## config.mk

```make
export PLATFORM = sky130hd
export DESIGN_NAME = sphere_tracing_pixel_top
export DESIGN_NICKNAME = d
export VERILOG_FILES = /design/src/rtl/stp_pkg.sv /design/src/rtl/stp_div.sv /design/src/rtl/stp_sqrt.sv /design/src/rtl/stp_datapath.sv /design/src/rtl/stp_ctrl.sv /design/src/rtl/sphere_tracing_pixel_top.sv
export SDC_FILE = /design/constraint.sdc
export NUM_CORES = 2
export LEC_CHECK = 0
export BUFFER_PORTS_ARGS = -buffer_cell sky130_fd_sc_hd__buf_4
export CAP_MARGIN = 25
export CORE_ASPECT_RATIO = 0.9
export CORE_UTILIZATION = 45
export DETAILED_ROUTE_END_ITERATION = 10
export SYNTH_ARGS = -nofsm -noshare
export SYNTH_HDL_FRONTEND = slang
export SYNTH_SLANG_ARGS = --single-unit
```

## constraint.sdc

```tcl
create_clock -name clk -period 19.4 [get_ports clk]
set_clock_uncertainty 0.15 [all_clocks]
set_input_delay 0.97 -clock clk [delete_from_list [all_inputs] [get_ports clk]]
set_output_delay 0.97 -clock clk [all_outputs]
set_load 0.01 [all_outputs]
```

## src/rtl/stp_pkg.sv

```systemverilog
// ----------------------------------------------------------------------------
// stp_pkg
// Shared types, constants and helpers for the sphere tracing pixel block.
// ----------------------------------------------------------------------------
package stp_pkg;

  localparam int VAL_W             = 25;   // signed fixed-point value width
  localparam int RAD_W             = 2 * VAL_W;  // sum of three squares
  localparam int ROOT_W            = RAD_W / 2;
  localparam int DEF_COLUMNS       = 40;
  localparam int DEF_ROWS          = 20;
  localparam int DEF_FRACTION_BITS = 16;

  localparam logic signed [63:0] VAL_MAX = 64'sd16777215;
  localparam logic signed [63:0] VAL_MIN = -64'sd16777216;

  localparam logic [6:0] GLYPH_HIT  = 7'd35;  // '#'
  localparam logic [6:0] GLYPH_MISS = 7'd46;  // '.'

  typedef logic signed [VAL_W-1:0] val_t;

  typedef struct packed {
    logic [5:0] column;
    logic [4:0] row;
  } in_t;

  typedef struct packed {
    logic [6:0] glyph;
    logic       hit;
    logic       escaped;
    logic [7:0] steps_used;
    logic [9:0] frame_address;
  } out_t;

  typedef struct packed {
    logic [23:0] sphere_radius;
    val_t        camera_depth;
    val_t        target_depth;
    logic [23:0] vertical_scale;
    logic [23:0] escape_bound;
    logic [7:0]  max_steps;
    logic [15:0] hit_threshold;
  } cfg_t;

  typedef enum logic [2:0] {
    CFG_SPHERE_RADIUS  = 3'd0,
    CFG_CAMERA_DEPTH   = 3'd1,
    CFG_TARGET_DEPTH   = 3'd2,
    CFG_VERTICAL_SCALE = 3'd3,
    CFG_ESCAPE_BOUND   = 3'd4,
    CFG_MAX_STEPS      = 3'd5,
    CFG_HIT_THRESHOLD  = 3'd6
  } cfg_index_t;

  localparam logic [23:0] RST_SPHERE_RADIUS  = 24'd13107;
  localparam val_t        RST_CAMERA_DEPTH   = -25'sd196608;
  localparam val_t        RST_TARGET_DEPTH   = -25'sd98304;
  localparam logic [23:0] RST_VERTICAL_SCALE = 24'd49152;
  localparam logic [23:0] RST_ESCAPE_BOUND   = 24'd6488064;
  localparam logic [7:0]  RST_MAX_STEPS      = 8'd150;
  localparam logic [15:0] RST_HIT_THRESHOLD  = 16'd8;

  typedef enum logic [4:0] {
    OP_NONE, OP_CAPTURE,
    OP_DIV_TX, OP_SET_TX, OP_DIV_TY, OP_SET_TY, OP_MUL_TY, OP_SCALE_TY,
    OP_SQ0, OP_SQ1, OP_SQ2, OP_SQ3, OP_SQRT,
    OP_LEN, OP_ZERO_DIR,
    OP_DIV_DX, OP_SET_DX, OP_DIV_DY, OP_SET_DY, OP_DIV_DZ, OP_SET_DZ,
    OP_INIT, OP_ESC, OP_HIT, OP_DIST,
    OP_MUL_UX, OP_UPD_X, OP_UPD_Y, OP_UPD_Z,
    OP_FINISH
  } dp_op_t;

  typedef struct packed {
    dp_op_t op;
    logic   pos;   // squares of the position rather than the direction
  } dp_cmd_t;

  typedef struct packed {
    logic div_busy;
    logic sqrt_busy;
    logic root_zero;
    logic steps_done;
    logic escape;
    logic hit_now;
  } dp_status_t;

  typedef enum logic [4:0] {
    ST_IDLE,
    ST_TX_DIV, ST_TX_WAIT, ST_TY_DIV, ST_TY_WAIT, ST_TY_MUL, ST_TY_SCALE,
    ST_SQ0, ST_SQ1, ST_SQ2, ST_SQ3, ST_SQRT, ST_SQRT_WAIT,
    ST_LEN,
    ST_DX_DIV, ST_DX_WAIT, ST_DY_DIV, ST_DY_WAIT, ST_DZ_DIV, ST_DZ_WAIT,
    ST_INIT, ST_CHECK, ST_DIST,
    ST_UPD0, ST_UPD1, ST_UPD2, ST_UPD3,
    ST_FIN
  } state_t;

  // saturate to the signed value range
  function automatic val_t sat(input logic signed [63:0] v);
    if (v > VAL_MAX) begin
      return val_t'(VAL_MAX);
    end else if (v < VAL_MIN) begin
      return val_t'(VAL_MIN);
    end
    return val_t'(v);
  endfunction

  // magnitude; the most negative value maps to 2^24 correctly as unsigned
  function automatic logic [VAL_W-1:0] mag(input val_t v);
    if (v[VAL_W-1]) begin
      return VAL_W'(-v);
    end
    return VAL_W'(v);
  endfunction

endpackage

```

## src/rtl/stp_div.sv

```systemverilog
// ----------------------------------------------------------------------------
// stp_div
// Restoring unsigned divider, one quotient bit per cycle.
// ----------------------------------------------------------------------------
module stp_div #(
  parameter int DVD_W = 41,
  parameter int DVS_W = 25
) (
  input  logic             clk,
  input  logic             rst,
  input  logic             start,
  input  logic [DVD_W-1:0] dividend,
  input  logic [DVS_W-1:0] divisor,
  output logic             busy,
  output logic [DVD_W-1:0] quotient
);
  localparam int CNT_W = $clog2(DVD_W + 1);

  logic [DVD_W-1:0] dvd;
  logic [DVS_W-1:0] dvs;
  logic [DVS_W-1:0] rem;
  logic [CNT_W-1:0] cnt;
  logic [DVS_W:0]   rem_sh;
  logic             q_bit;
  logic [DVS_W:0]   rem_next;

  assign rem_sh   = {rem, dvd[DVD_W-1]};
  assign q_bit    = rem_sh >= {1'b0, dvs};
  assign rem_next = q_bit ? rem_sh - {1'b0, dvs} : rem_sh;
  assign quotient = dvd;

  always_ff @(posedge clk) begin
    if (rst) begin
      busy <= 1'b0;
      cnt  <= '0;
    end else if (start) begin
      busy <= 1'b1;
      cnt  <= CNT_W'(DVD_W);
    end else if (busy) begin
      cnt <= cnt - 1'b1;
      if (cnt == CNT_W'(1)) begin
        busy <= 1'b0;
      end
    end
  end

  always_ff @(posedge clk) begin
    if (start) begin
      dvd <= dividend;
      dvs <= divisor;
      rem <= '0;
    end else if (busy) begin
      dvd <= {dvd[DVD_W-2:0], q_bit};
      rem <= rem_next[DVS_W-1:0];
    end
  end

endmodule

```

## src/rtl/stp_sqrt.sv

```systemverilog
// ----------------------------------------------------------------------------
// stp_sqrt
// Digit-recurrence integer square root, one root bit per cycle.
// ----------------------------------------------------------------------------
module stp_sqrt #(
  parameter int RAD_W = 50
) (
  input  logic                 clk,
  input  logic                 rst,
  input  logic                 start,
  input  logic [RAD_W-1:0]     radicand,
  output logic                 busy,
  output logic [RAD_W/2-1:0]   root
);
  localparam int ROOT_W = RAD_W / 2;
  localparam int CNT_W  = $clog2(ROOT_W + 1);

  logic [RAD_W-1:0]  rad;
  logic [ROOT_W:0]   rem;
  logic [CNT_W-1:0]  cnt;
  logic [ROOT_W+2:0] rem_sh;
  logic [ROOT_W+2:0] trial;
  logic              take;
  logic [ROOT_W+2:0] rem_next;

  assign rem_sh   = {rem, rad[RAD_W-1:RAD_W-2]};
  assign trial    = {1'b0, root, 2'b01};
  assign take     = rem_sh >= trial;
  assign rem_next = take ? rem_sh - trial : rem_sh;

  always_ff @(posedge clk) begin
    if (rst) begin
      busy <= 1'b0;
      cnt  <= '0;
    end else if (start) begin
      busy <= 1'b1;
      cnt  <= CNT_W'(ROOT_W);
    end else if (busy) begin
      cnt <= cnt - 1'b1;
      if (cnt == CNT_W'(1)) begin
        busy <= 1'b0;
      end
    end
  end

  always_ff @(posedge clk) begin
    if (start) begin
      rad  <= radicand;
      rem  <= '0;
      root <= '0;
    end else if (busy) begin
      rad  <= {rad[RAD_W-3:0], 2'b00};
      rem  <= rem_next[ROOT_W:0];
      root <= {root[ROOT_W-2:0], take};
    end
  end

endmodule

```

## src/rtl/stp_datapath.sv

```systemverilog
// ----------------------------------------------------------------------------
// stp_datapath
// Ray setup and march registers, shared multiplier, divider and square root.
// ----------------------------------------------------------------------------
module stp_datapath #(
  parameter int COLUMNS       = stp_pkg::DEF_COLUMNS,
  parameter int ROWS          = stp_pkg::DEF_ROWS,
  parameter int FRACTION_BITS = stp_pkg::DEF_FRACTION_BITS
) (
  input  logic               clk,
  input  logic               rst,
  input  stp_pkg::cfg_t      cfg,
  input  stp_pkg::in_t       pixel,
  input  stp_pkg::dp_cmd_t   cmd,
  output stp_pkg::dp_status_t status,
  output stp_pkg::out_t      result
);
  import stp_pkg::*;

  localparam int DVD_W = VAL_W + FRACTION_BITS;
  localparam logic signed [63:0] HALF = 64'sd1 <<< (FRACTION_BITS - 1);

  val_t dx, dy, dz, px, py, pz, step_len;
  logic [ROOT_W-1:0] len;
  logic [RAD_W-1:0]  acc;
  logic [7:0]        steps;
  logic [5:0]        col;
  logic [4:0]        row;
  logic [9:0]        faddr;
  logic              hit_f, esc_f, div_neg;

  val_t mul_a, mul_b, sq_x, sq_y, sq_z, dist_calc;
  logic signed [RAD_W-1:0] prod;
  logic signed [63:0]      prod_w, prod_sh, qs;
  logic [15:0]             faddr_full;

  logic              div_start, sqrt_start, div_busy, sqrt_busy;
  logic [DVD_W-1:0]  dividend, quotient;
  logic [VAL_W-1:0]  divisor;
  logic [ROOT_W-1:0] root;

  stp_div #(.DVD_W(DVD_W), .DVS_W(VAL_W)) u_div (
    .clk, .rst, .start(div_start), .dividend, .divisor,
    .busy(div_busy), .quotient
  );

  stp_sqrt #(.RAD_W(RAD_W)) u_sqrt (
    .clk, .rst, .start(sqrt_start), .radicand(acc),
    .busy(sqrt_busy), .root
  );

  assign sq_x = cmd.pos ? px : dx;
  assign sq_y = cmd.pos ? py : dy;
  assign sq_z = cmd.pos ? pz : dz;

  always_comb begin
    mul_a = '0;
    mul_b = '0;
    case (cmd.op)
      OP_MUL_TY: begin
        mul_a = dy;
        mul_b = $signed({1'b0, cfg.vertical_scale});
      end
      OP_SQ0:    begin mul_a = sq_x; mul_b = sq_x; end
      OP_SQ1:    begin mul_a = sq_y; mul_b = sq_y; end
      OP_SQ2:    begin mul_a = sq_z; mul_b = sq_z; end
      OP_MUL_UX: begin mul_a = dx; mul_b = step_len; end
      OP_UPD_X:  begin mul_a = dy; mul_b = step_len; end
      OP_UPD_Y:  begin mul_a = dz; mul_b = step_len; end
      default:   ;
    endcase
  end

  always_comb begin
    div_start = 1'b0;
    dividend  = '0;
    divisor   = len;
    case (cmd.op)
      OP_DIV_TX: begin
        div_start = 1'b1;
        dividend  = DVD_W'(col) << FRACTION_BITS;
        divisor   = VAL_W'(COLUMNS);
      end
      OP_DIV_TY: begin
        div_start = 1'b1;
        dividend  = DVD_W'(row) << FRACTION_BITS;
        divisor   = VAL_W'(ROWS);
      end
      OP_DIV_DX: begin
        div_start = 1'b1;
        dividend  = DVD_W'(mag(dx)) << FRACTION_BITS;
      end
      OP_DIV_DY: begin
        div_start = 1'b1;
        dividend  = DVD_W'(mag(dy)) << FRACTION_BITS;
      end
      OP_DIV_DZ: begin
        div_start = 1'b1;
        dividend  = DVD_W'(mag(dz)) << FRACTION_BITS;
      end
      default: ;
    endcase
  end

  assign sqrt_start = (cmd.op == OP_SQRT);

  assign prod_w     = 64'(prod);
  assign prod_sh    = prod_w >>> FRACTION_BITS;
  assign qs         = div_neg ? -$signed(64'(quotient)) : $signed(64'(quotient));
  assign dist_calc  = sat($signed(64'(root)) - $signed(64'(cfg.sphere_radius)));
  assign faddr_full = 16'(pixel.row) * 16'(COLUMNS) + 16'(pixel.column);

  assign status.div_busy   = div_busy;
  assign status.sqrt_busy  = sqrt_busy;
  assign status.root_zero  = (root == '0);
  assign status.steps_done = (steps == cfg.max_steps);
  assign status.escape     = (mag(px) > {1'b0, cfg.escape_bound})
                          || (mag(py) > {1'b0, cfg.escape_bound})
                          || (mag(pz) > {1'b0, cfg.escape_bound});
  assign status.hit_now    = dist_calc < $signed(VAL_W'(cfg.hit_threshold));

  always_ff @(posedge clk) begin
    prod <= mul_a * mul_b;
    case (cmd.op)
      OP_CAPTURE: begin
        col   <= pixel.column;
        row   <= pixel.row;
        faddr <= faddr_full[9:0];
        hit_f <= 1'b0;
        esc_f <= 1'b0;
      end
      OP_DIV_TX, OP_DIV_TY: div_neg <= 1'b0;
      OP_DIV_DX:   div_neg <= dx[VAL_W-1];
      OP_DIV_DY:   div_neg <= dy[VAL_W-1];
      OP_DIV_DZ:   div_neg <= dz[VAL_W-1];
      OP_SET_TX:   dx <= sat(qs - HALF);
      OP_SET_TY:   dy <= sat(qs - HALF);
      OP_SCALE_TY: begin
        dy <= sat(prod_sh);
        dz <= sat(64'(cfg.target_depth) - 64'(cfg.camera_depth));
      end
      OP_SQ1:      acc <= RAD_W'($unsigned(prod));
      OP_SQ2, OP_SQ3: acc <= acc + RAD_W'($unsigned(prod));
      OP_LEN:      len <= root;
      OP_ZERO_DIR: begin
        dx <= '0;
        dy <= '0;
        dz <= '0;
      end
      OP_SET_DX:   dx <= sat(qs);
      OP_SET_DY:   dy <= sat(qs);
      OP_SET_DZ:   dz <= sat(qs);
      OP_INIT: begin
        px    <= '0;
        py    <= '0;
        pz    <= cfg.camera_depth;
        steps <= '0;
      end
      OP_ESC:      esc_f <= 1'b1;
      OP_HIT:      hit_f <= 1'b1;
      OP_DIST:     step_len <= dist_calc;
      OP_UPD_X:    px <= sat(64'(px) + prod_sh);
      OP_UPD_Y:    py <= sat(64'(py) + prod_sh);
      OP_UPD_Z: begin
        pz    <= sat(64'(pz) + prod_sh);
        steps <= steps + 1'b1;
      end
      OP_FINISH: begin
        result.glyph         <= hit_f ? GLYPH_HIT : GLYPH_MISS;
        result.hit           <= hit_f;
        result.escaped       <= esc_f;
        result.steps_used    <= steps;
        result.frame_address <= faddr;
      end
      default: ;
    endcase
  end

endmodule

```

## src/rtl/stp_ctrl.sv

```systemverilog
// ----------------------------------------------------------------------------
// stp_ctrl
// Sequencer for ray setup, the march loop and the result handshake.
// ----------------------------------------------------------------------------
module stp_ctrl (
  input  logic                clk,
  input  logic                rst,
  input  logic                pixel_valid,
  output logic                pixel_ready,
  output logic                result_valid,
  input  logic                result_ready,
  input  stp_pkg::dp_status_t status,
  output stp_pkg::dp_cmd_t    cmd
);
  import stp_pkg::*;

  state_t state, state_next;
  logic   marching, marching_next;
  logic   result_valid_next;

  always_ff @(posedge clk) begin
    if (rst) begin
      state        <= ST_IDLE;
      marching     <= 1'b0;
      result_valid <= 1'b0;
    end else begin
      state        <= state_next;
      marching     <= marching_next;
      result_valid <= result_valid_next;
    end
  end

  always_comb begin
    state_next        = state;
    marching_next     = marching;
    result_valid_next = result_valid && !result_ready;
    cmd.op            = OP_NONE;
    cmd.pos           = marching;
    pixel_ready       = 1'b0;
    unique case (state)
      ST_IDLE: begin
        pixel_ready = 1'b1;
        if (pixel_valid) begin
          cmd.op        = OP_CAPTURE;
          marching_next = 1'b0;
          state_next    = ST_TX_DIV;
        end
      end
      ST_TX_DIV: begin
        cmd.op     = OP_DIV_TX;
        state_next = ST_TX_WAIT;
      end
      ST_TX_WAIT: if (!status.div_busy) begin
        cmd.op     = OP_SET_TX;
        state_next = ST_TY_DIV;
      end
      ST_TY_DIV: begin
        cmd.op     = OP_DIV_TY;
        state_next = ST_TY_WAIT;
      end
      ST_TY_WAIT: if (!status.div_busy) begin
        cmd.op     = OP_SET_TY;
        state_next = ST_TY_MUL;
      end
      ST_TY_MUL: begin
        cmd.op     = OP_MUL_TY;
        state_next = ST_TY_SCALE;
      end
      ST_TY_SCALE: begin
        cmd.op     = OP_SCALE_TY;
        state_next = ST_SQ0;
      end
      ST_SQ0: begin
        cmd.op     = OP_SQ0;
        state_next = ST_SQ1;
      end
      ST_SQ1: begin
        cmd.op     = OP_SQ1;
        state_next = ST_SQ2;
      end
      ST_SQ2: begin
        cmd.op     = OP_SQ2;
        state_next = ST_SQ3;
      end
      ST_SQ3: begin
        cmd.op     = OP_SQ3;
        state_next = ST_SQRT;
      end
      ST_SQRT: begin
        cmd.op     = OP_SQRT;
        state_next = ST_SQRT_WAIT;
      end
      ST_SQRT_WAIT: if (!status.sqrt_busy) begin
        state_next = marching ? ST_DIST : ST_LEN;
      end
      ST_LEN: begin
        if (status.root_zero) begin
          cmd.op     = OP_ZERO_DIR;
          state_next = ST_INIT;
        end else begin
          cmd.op     = OP_LEN;
          state_next = ST_DX_DIV;
        end
      end
      ST_DX_DIV: begin
        cmd.op     = OP_DIV_DX;
        state_next = ST_DX_WAIT;
      end
      ST_DX_WAIT: if (!status.div_busy) begin
        cmd.op     = OP_SET_DX;
        state_next = ST_DY_DIV;
      end
      ST_DY_DIV: begin
        cmd.op     = OP_DIV_DY;
        state_next = ST_DY_WAIT;
      end
      ST_DY_WAIT: if (!status.div_busy) begin
        cmd.op     = OP_SET_DY;
        state_next = ST_DZ_DIV;
      end
      ST_DZ_DIV: begin
        cmd.op     = OP_DIV_DZ;
        state_next = ST_DZ_WAIT;
      end
      ST_DZ_WAIT: if (!status.div_busy) begin
        cmd.op     = OP_SET_DZ;
        state_next = ST_INIT;
      end
      ST_INIT: begin
        cmd.op        = OP_INIT;
        marching_next = 1'b1;
        state_next    = ST_CHECK;
      end
      ST_CHECK: begin
        if (status.steps_done) begin
          state_next = ST_FIN;
        end else if (status.escape) begin
          cmd.op     = OP_ESC;
          state_next = ST_FIN;
        end else begin
          state_next = ST_SQ0;
        end
      end
      ST_DIST: begin
        if (status.hit_now) begin
          cmd.op     = OP_HIT;
          state_next = ST_FIN;
        end else begin
          cmd.op     = OP_DIST;
          state_next = ST_UPD0;
        end
      end
      ST_UPD0: begin
        cmd.op     = OP_MUL_UX;
        state_next = ST_UPD1;
      end
      ST_UPD1: begin
        cmd.op     = OP_UPD_X;
        state_next = ST_UPD2;
      end
      ST_UPD2: begin
        cmd.op     = OP_UPD_Y;
        state_next = ST_UPD3;
      end
      ST_UPD3: begin
        cmd.op     = OP_UPD_Z;
        state_next = ST_CHECK;
      end
      ST_FIN: if (!result_valid || result_ready) begin
        cmd.op            = OP_FINISH;
        result_valid_next = 1'b1;
        state_next        = ST_IDLE;
      end
      default: state_next = ST_IDLE;
    endcase
  end

  a_idle_units_quiet: assert property (@(posedge clk) disable iff (rst)
    state == ST_IDLE |-> !status.div_busy && !status.sqrt_busy)
    else $error("arithmetic unit busy while idle");

  a_div_start_free: assert property (@(posedge clk) disable iff (rst)
    (cmd.op == OP_DIV_TX || cmd.op == OP_DIV_TY || cmd.op == OP_DIV_DX
     || cmd.op == OP_DIV_DY || cmd.op == OP_DIV_DZ) |-> !status.div_busy)
    else $error("divide started while divider busy");

  a_sqrt_start_free: assert property (@(posedge clk) disable iff (rst)
    cmd.op == OP_SQRT |-> !status.sqrt_busy)
    else $error("square root started while unit busy");

  a_finish_shows: assert property (@(posedge clk) disable iff (rst)
    cmd.op == OP_FINISH |=> result_valid)
    else $error("finished transaction not presented");

endmodule

```

## src/rtl/sphere_tracing_pixel_top.sv

```systemverilog
// ----------------------------------------------------------------------------
// sphere_tracing_pixel_top
// Sphere-tracing ray marcher for one pixel: glyph and framebuffer address.
// ----------------------------------------------------------------------------
// One pixel (column, row) is taken per transaction and one result comes back.
// Work is sequential, one pixel at a time: the ray is set up with up to five passes
// of a shared one-bit-per-cycle divider and one square root, then each march
// step squares the position on the shared multiplier and runs the square-root
// unit, the square root in the march loop being the dominant cost. A finished
// result sits in the output register while the next pixel is accepted.
// Configuration writes take effect immediately and should be made while the
// block is idle.
// ----------------------------------------------------------------------------
module sphere_tracing_pixel_top #(
  parameter int COLUMNS       = stp_pkg::DEF_COLUMNS,
  parameter int ROWS          = stp_pkg::DEF_ROWS,
  parameter int FRACTION_BITS = stp_pkg::DEF_FRACTION_BITS
) (
  input  logic                     clk,
  input  logic                     rst,
  // pixel transaction
  input  logic                     pixel_valid,
  output logic                     pixel_ready,
  input  stp_pkg::in_t             pixel,
  // result transaction
  output logic                     result_valid,
  input  logic                     result_ready,
  output stp_pkg::out_t            result,
  // configuration writes
  input  logic                     cfg_write,
  input  logic [2:0]               cfg_index,
  input  logic [stp_pkg::VAL_W-1:0] cfg_data
);
  import stp_pkg::*;

  cfg_t       cfg;
  dp_cmd_t    cmd;
  dp_status_t status;

  // register file; unknown indexes are dropped
  always_ff @(posedge clk) begin
    if (rst) begin
      cfg.sphere_radius  <= RST_SPHERE_RADIUS;
      cfg.camera_depth   <= RST_CAMERA_DEPTH;
      cfg.target_depth   <= RST_TARGET_DEPTH;
      cfg.vertical_scale <= RST_VERTICAL_SCALE;
      cfg.escape_bound   <= RST_ESCAPE_BOUND;
      cfg.max_steps      <= RST_MAX_STEPS;
      cfg.hit_threshold  <= RST_HIT_THRESHOLD;
    end else if (cfg_write) begin
      unique case (cfg_index)
        CFG_SPHERE_RADIUS:  cfg.sphere_radius  <= cfg_data[23:0];
        CFG_CAMERA_DEPTH:   cfg.camera_depth   <= $signed(cfg_data);
        CFG_TARGET_DEPTH:   cfg.target_depth   <= $signed(cfg_data);
        CFG_VERTICAL_SCALE: cfg.vertical_scale <= cfg_data[23:0];
        CFG_ESCAPE_BOUND:   cfg.escape_bound   <= cfg_data[23:0];
        CFG_MAX_STEPS:      cfg.max_steps      <= cfg_data[7:0];
        CFG_HIT_THRESHOLD:  cfg.hit_threshold  <= cfg_data[15:0];
        default: ;
      endcase
    end
  end

  // sequencer: setup, march loop, result handoff
  stp_ctrl u_ctrl (
    .clk, .rst,
    .pixel_valid, .pixel_ready,
    .result_valid, .result_ready,
    .status, .cmd
  );

  // arithmetic and the output register
  stp_datapath #(
    .COLUMNS(COLUMNS), .ROWS(ROWS), .FRACTION_BITS(FRACTION_BITS)
  ) u_datapath (
    .clk, .rst, .cfg, .pixel, .cmd, .status, .result
  );

endmodule

```

==> flow_summary.toml <==
[outcome]
violations = "design-rule violations"
status = "finished, violations left"

[worst_setup_path]
reg2reg_depth = 31
reg2reg_from = "u_ctrl.state[1]"
critPathMaxStageDelay_ns = 0.86
start_kind = "flop"
worstPathArrival_ns = 11.77
worstReg2RegEnd = "u_datapath.prod[48]"
crit_fanout = 25
critPathKind = "flop to flop"
cp_slowest_cell = "nand2_1"
required_ns = 19.87
cp-startpoint = "u_ctrl.state[1]"
end_kind = "flop"
rrSetupSlack_ns = 8.11
crit_top_cell = "fa_1"
endpoint = "u_datapath.prod[48]"

[grt]
antenna_found_initial = 18
grt_use_total_pct = 33.23
grt-ovfl-total = 0
grt_max_degree = 99
grt_pass1_wl_mm = 395.9
grt_pass1_vias = 58930

[cts]
numCtsBuffers = 84
cts_setup_buffers = 0
cts_tree = "built"
post_cts_resized = 0
clockRootBuffer = "clkbuf_16"
clk_pin_slew_ns = 0.06
cts.hold.buffers_added = 0
clk_latency_ns = 0.72
numClockSinks = 708
cts_buffer_depth = 3
htree_num_levels = 3

[floorplanning]
ios = 73
die_y_um = 381.5
core_area_mm2 = 0.1580
fp-row-count = 138
initial_core_util_pct = 45.58
dieArea_mm2 = 0.1616
die_width_um = 423.7

[placed_design]
io_buffers = 68
dp_hpwl_mm = 212.6
place_congestion = 1.040
dp.cells = 10170

[routing]
viasPerCell = 5.939
postRouteWirelength_mm = 270.9
drc_errors = 16
antenna_left = 0
wl_per_cell_um = 26.19
drtIter0Drc = 6487
num_vias = 61430
drt_first_pass_iters = 11

[synth]
netlist_top_cells_area = "fa_1 (19%), edfxtp_1 (17%), ha_1 (8.7%)"
yosysTopAreaCell = "fa_1"
avgSynthCellArea_um2 = 8.755
yosysUniqueCellTypes = 110
synth-seq-cells = 708
ys_warn_count = 0
yosysTopAreaCellShare_pct = 18.57
async_flop_share_pct = 0
synth_edf_count = 416
synthCells = 8225
synth_area_mm2 = 0.07201
ys.flop_type = "edfxtp_1"
ys_seq_area_share_pct = 25.47

[timing]
setup_viol = 0
slew_viol_final = 0
hold_violations = 0
finalSetupTns_ns = 0
relSlewSlack_pct = 12.02
period_minus_slack_ns = 11.29
finalCritPeriodShare_pct = 58.21
worstMarginPinSlew_ns = 1.320
max_freq_mhz = 88.56
rsz0062_at_grt = "no"

[flow_run]
maxCapViolCount = 0

[power_and_ir_drop]
pwr_density_cell_mw_per_mm2 = 64.34
power_frac_comb_pct = 28.1
power_frac_clock_pct = 33.1
power.switching_fraction_pct = 35.61
ir_worst_vdd_mv = 0.06197
intPower_mw = 3.227
power_switching_mw = 1.785
leakage_nw = 34.57
p_seq_share_pct = 38.8

[cells_and_area]
post_layout_nonfiller_instances = 10340
syn2layout_area_growth_pct = 8.182
drive_above_1_share_pct = 6.271
finalNetCount = 9374

[min_path]
worstHoldPathType = "flop to flop"
[cells by family (layout without fill, tap and decap cells)]
group | count (synthesis) | count (layout) | synth area share [%]
DFF | 708 | 708 | 25.47
AOI/OAI and AO/OA | 1843 | 1843 | 16.50
buffers and inverters | 1340 | 1341 | 7.136
adders and majority gates | 1171 | 1171 | 27.31
other | 2 | 20 | 0.01043
xor gates and xnor gates | 474 | 474 | 5.765
and+or+nand+nor | 2566 | 2566 | 16.08
muxes | 121 | 121 | 1.727
[power by group through the flow]
| stage | Combinational [mW] | Clock, mW | Sequential [mW] |
|---|---|---|---|
| 3_5_place_dp | 1.37 | 0 | 1.97 |
| 5_1_grt | 1.54 | 1.74 | 1.96 |
| 4_1_cts | 1.38 | 1.69 | 1.94 |
| 3_3_place_gp | 1.36 | 0 | 1.97 |
| 2_1_floorplan | 1.05 | 0 | 1.87 |
| 6_report | 1.41 | 1.66 | 1.95 |
[per-stage QoR]
stage	worst slack, ns	power, mW	utilization, %	area [um2]	hold slack (ns)
after floorplan	10.25	2.920	-	72020	0.2503
after global placement	7.219	3.329	47.35	74810	0.2509
after detailed placement	8.383	3.341	47.45	74960	0.2562
after CTS	8.346	5.006	49.24	77790	0.2520
after global routing	7.659	5.234	49.29	77870	0.2665
final	8.108	5.012	49.31	77900	0.2708
[worst min path at each step]
| stage | depth (start not counted) | start | to |
|---|---|---|---|
| 6_report | 0 | u_datapath.faddr[8] | u_datapath.result[8] |
| 5_1_grt | 1 | pixel[7] | u_datapath.faddr[2] |
| 4_1_cts | 1 | pixel[7] | u_datapath.faddr[2] |
| 3_5_place_dp | 0 | u_datapath.faddr[3] | u_datapath.result[3] |
| 3_3_place_gp | 0 | u_datapath.faddr[8] | u_datapath.result[8] |
| 2_1_floorplan | 0 | u_datapath.esc_f | u_datapath.result[18] |
[placed cells by master (no fill, tap or decap), types with 36 or more instances in the layout]
master and n:
o22ai_1 64, buf_4 207, and3_1 56, nand2b_1 92, nand3_1 79, edfxtp_1 416, a211o_1 36, and2_1 66
nor2_1 592, dfxtp_1 289, a22oi_1 64, ha_1 503, o31ai_1 71, a31oi_1 40, xnor2_1 297, a21o_1 177
nand4_1 59, o21a_1 54, nor4_1 43, nand2_1 1210, nor3_1 85, a211oi_1 52, mux2i_1 95, or3_1 51
inv_1 965, clkbuf_16 85, nor2b_1 78, fa_1 668, xor2_1 177, a21oi_1 523, o21ai_0 437
[cells in the mapped netlist (all sizes together), types with 28 or more instances]
cell type / count
nand2: 1213
inv: 965
fa: 668
nor2: 596
a21oi: 539
ha: 503
o21ai: 444
edfxtp: 416
clkbuf: 320
xnor2: 297
dfxtp: 292
a21o: 177
xor2: 177
nor3: 99
mux2i: 95
nand2b: 93
nand3: 82
nor2b: 80
o31ai: 74
and2: 69
a22oi: 64
o22ai: 64
nand4: 61
and3: 58
or3: 55
o21a: 54
a211oi: 52
buf: 52
nor4: 46
a31oi: 41
a211o: 36
o21bai: 34
o2111ai: 30
nand3b: 29
o41ai: 29
or2: 28
[worst max-delay path: cells and delay by family, from the launching register on]
kind	cells	cell delay, ns
flops	1	0.85
compound gates	10	3.58
fa+ha+maj	8	3.67
xor+xnor	1	0.18
simple gates	7	2.09
buf+inv	5	0.64
[sequential cells by signal, indices dropped and copies added (netlist names), 10 cells and up]
name and cells:
u_datapath.result 21, u_datapath.pz 25, u_datapath.dx 25, u_datapath.len 25, u_datapath.py 25, u_datapath.step_len 25, u_datapath.dy 25, u_datapath.faddr 10
u_datapath.u_sqrt.root 25, u_datapath.u_div.dvs 25, u_datapath.u_sqrt.rem 26, u_datapath.prod 50, cfg 146, u_datapath.u_sqrt.rad 50, u_datapath.dz 25, u_datapath.acc 50
u_datapath.px 25, u_datapath.u_div.quotient 41, u_datapath.u_div.rem 25
[routing by layer]
layer / up-vias / track usage, % / wire length [um]
met5: - / 0 / 62
met4: 10 / 17.11 / 16000
met3: 535 / 8.116 / 25910
met2: 2709 / 49.46 / 115500
met1: 30370 / 44.70 / 113400
li1: 27810 / - / -
[layout make-up]
type                    instances  area [um2]
clock buffers                 107        2230
clock inverters                48       601.8
well taps                    2100        2628
multi-input cells            6179       48680
inverters                     967        3630
repair buffers                219        1749
fillers                     15230       80090
diodes                         16       40.04
flip-flops and latches        708       18340
Note: power is estimated with default switching activity, not from simulation.
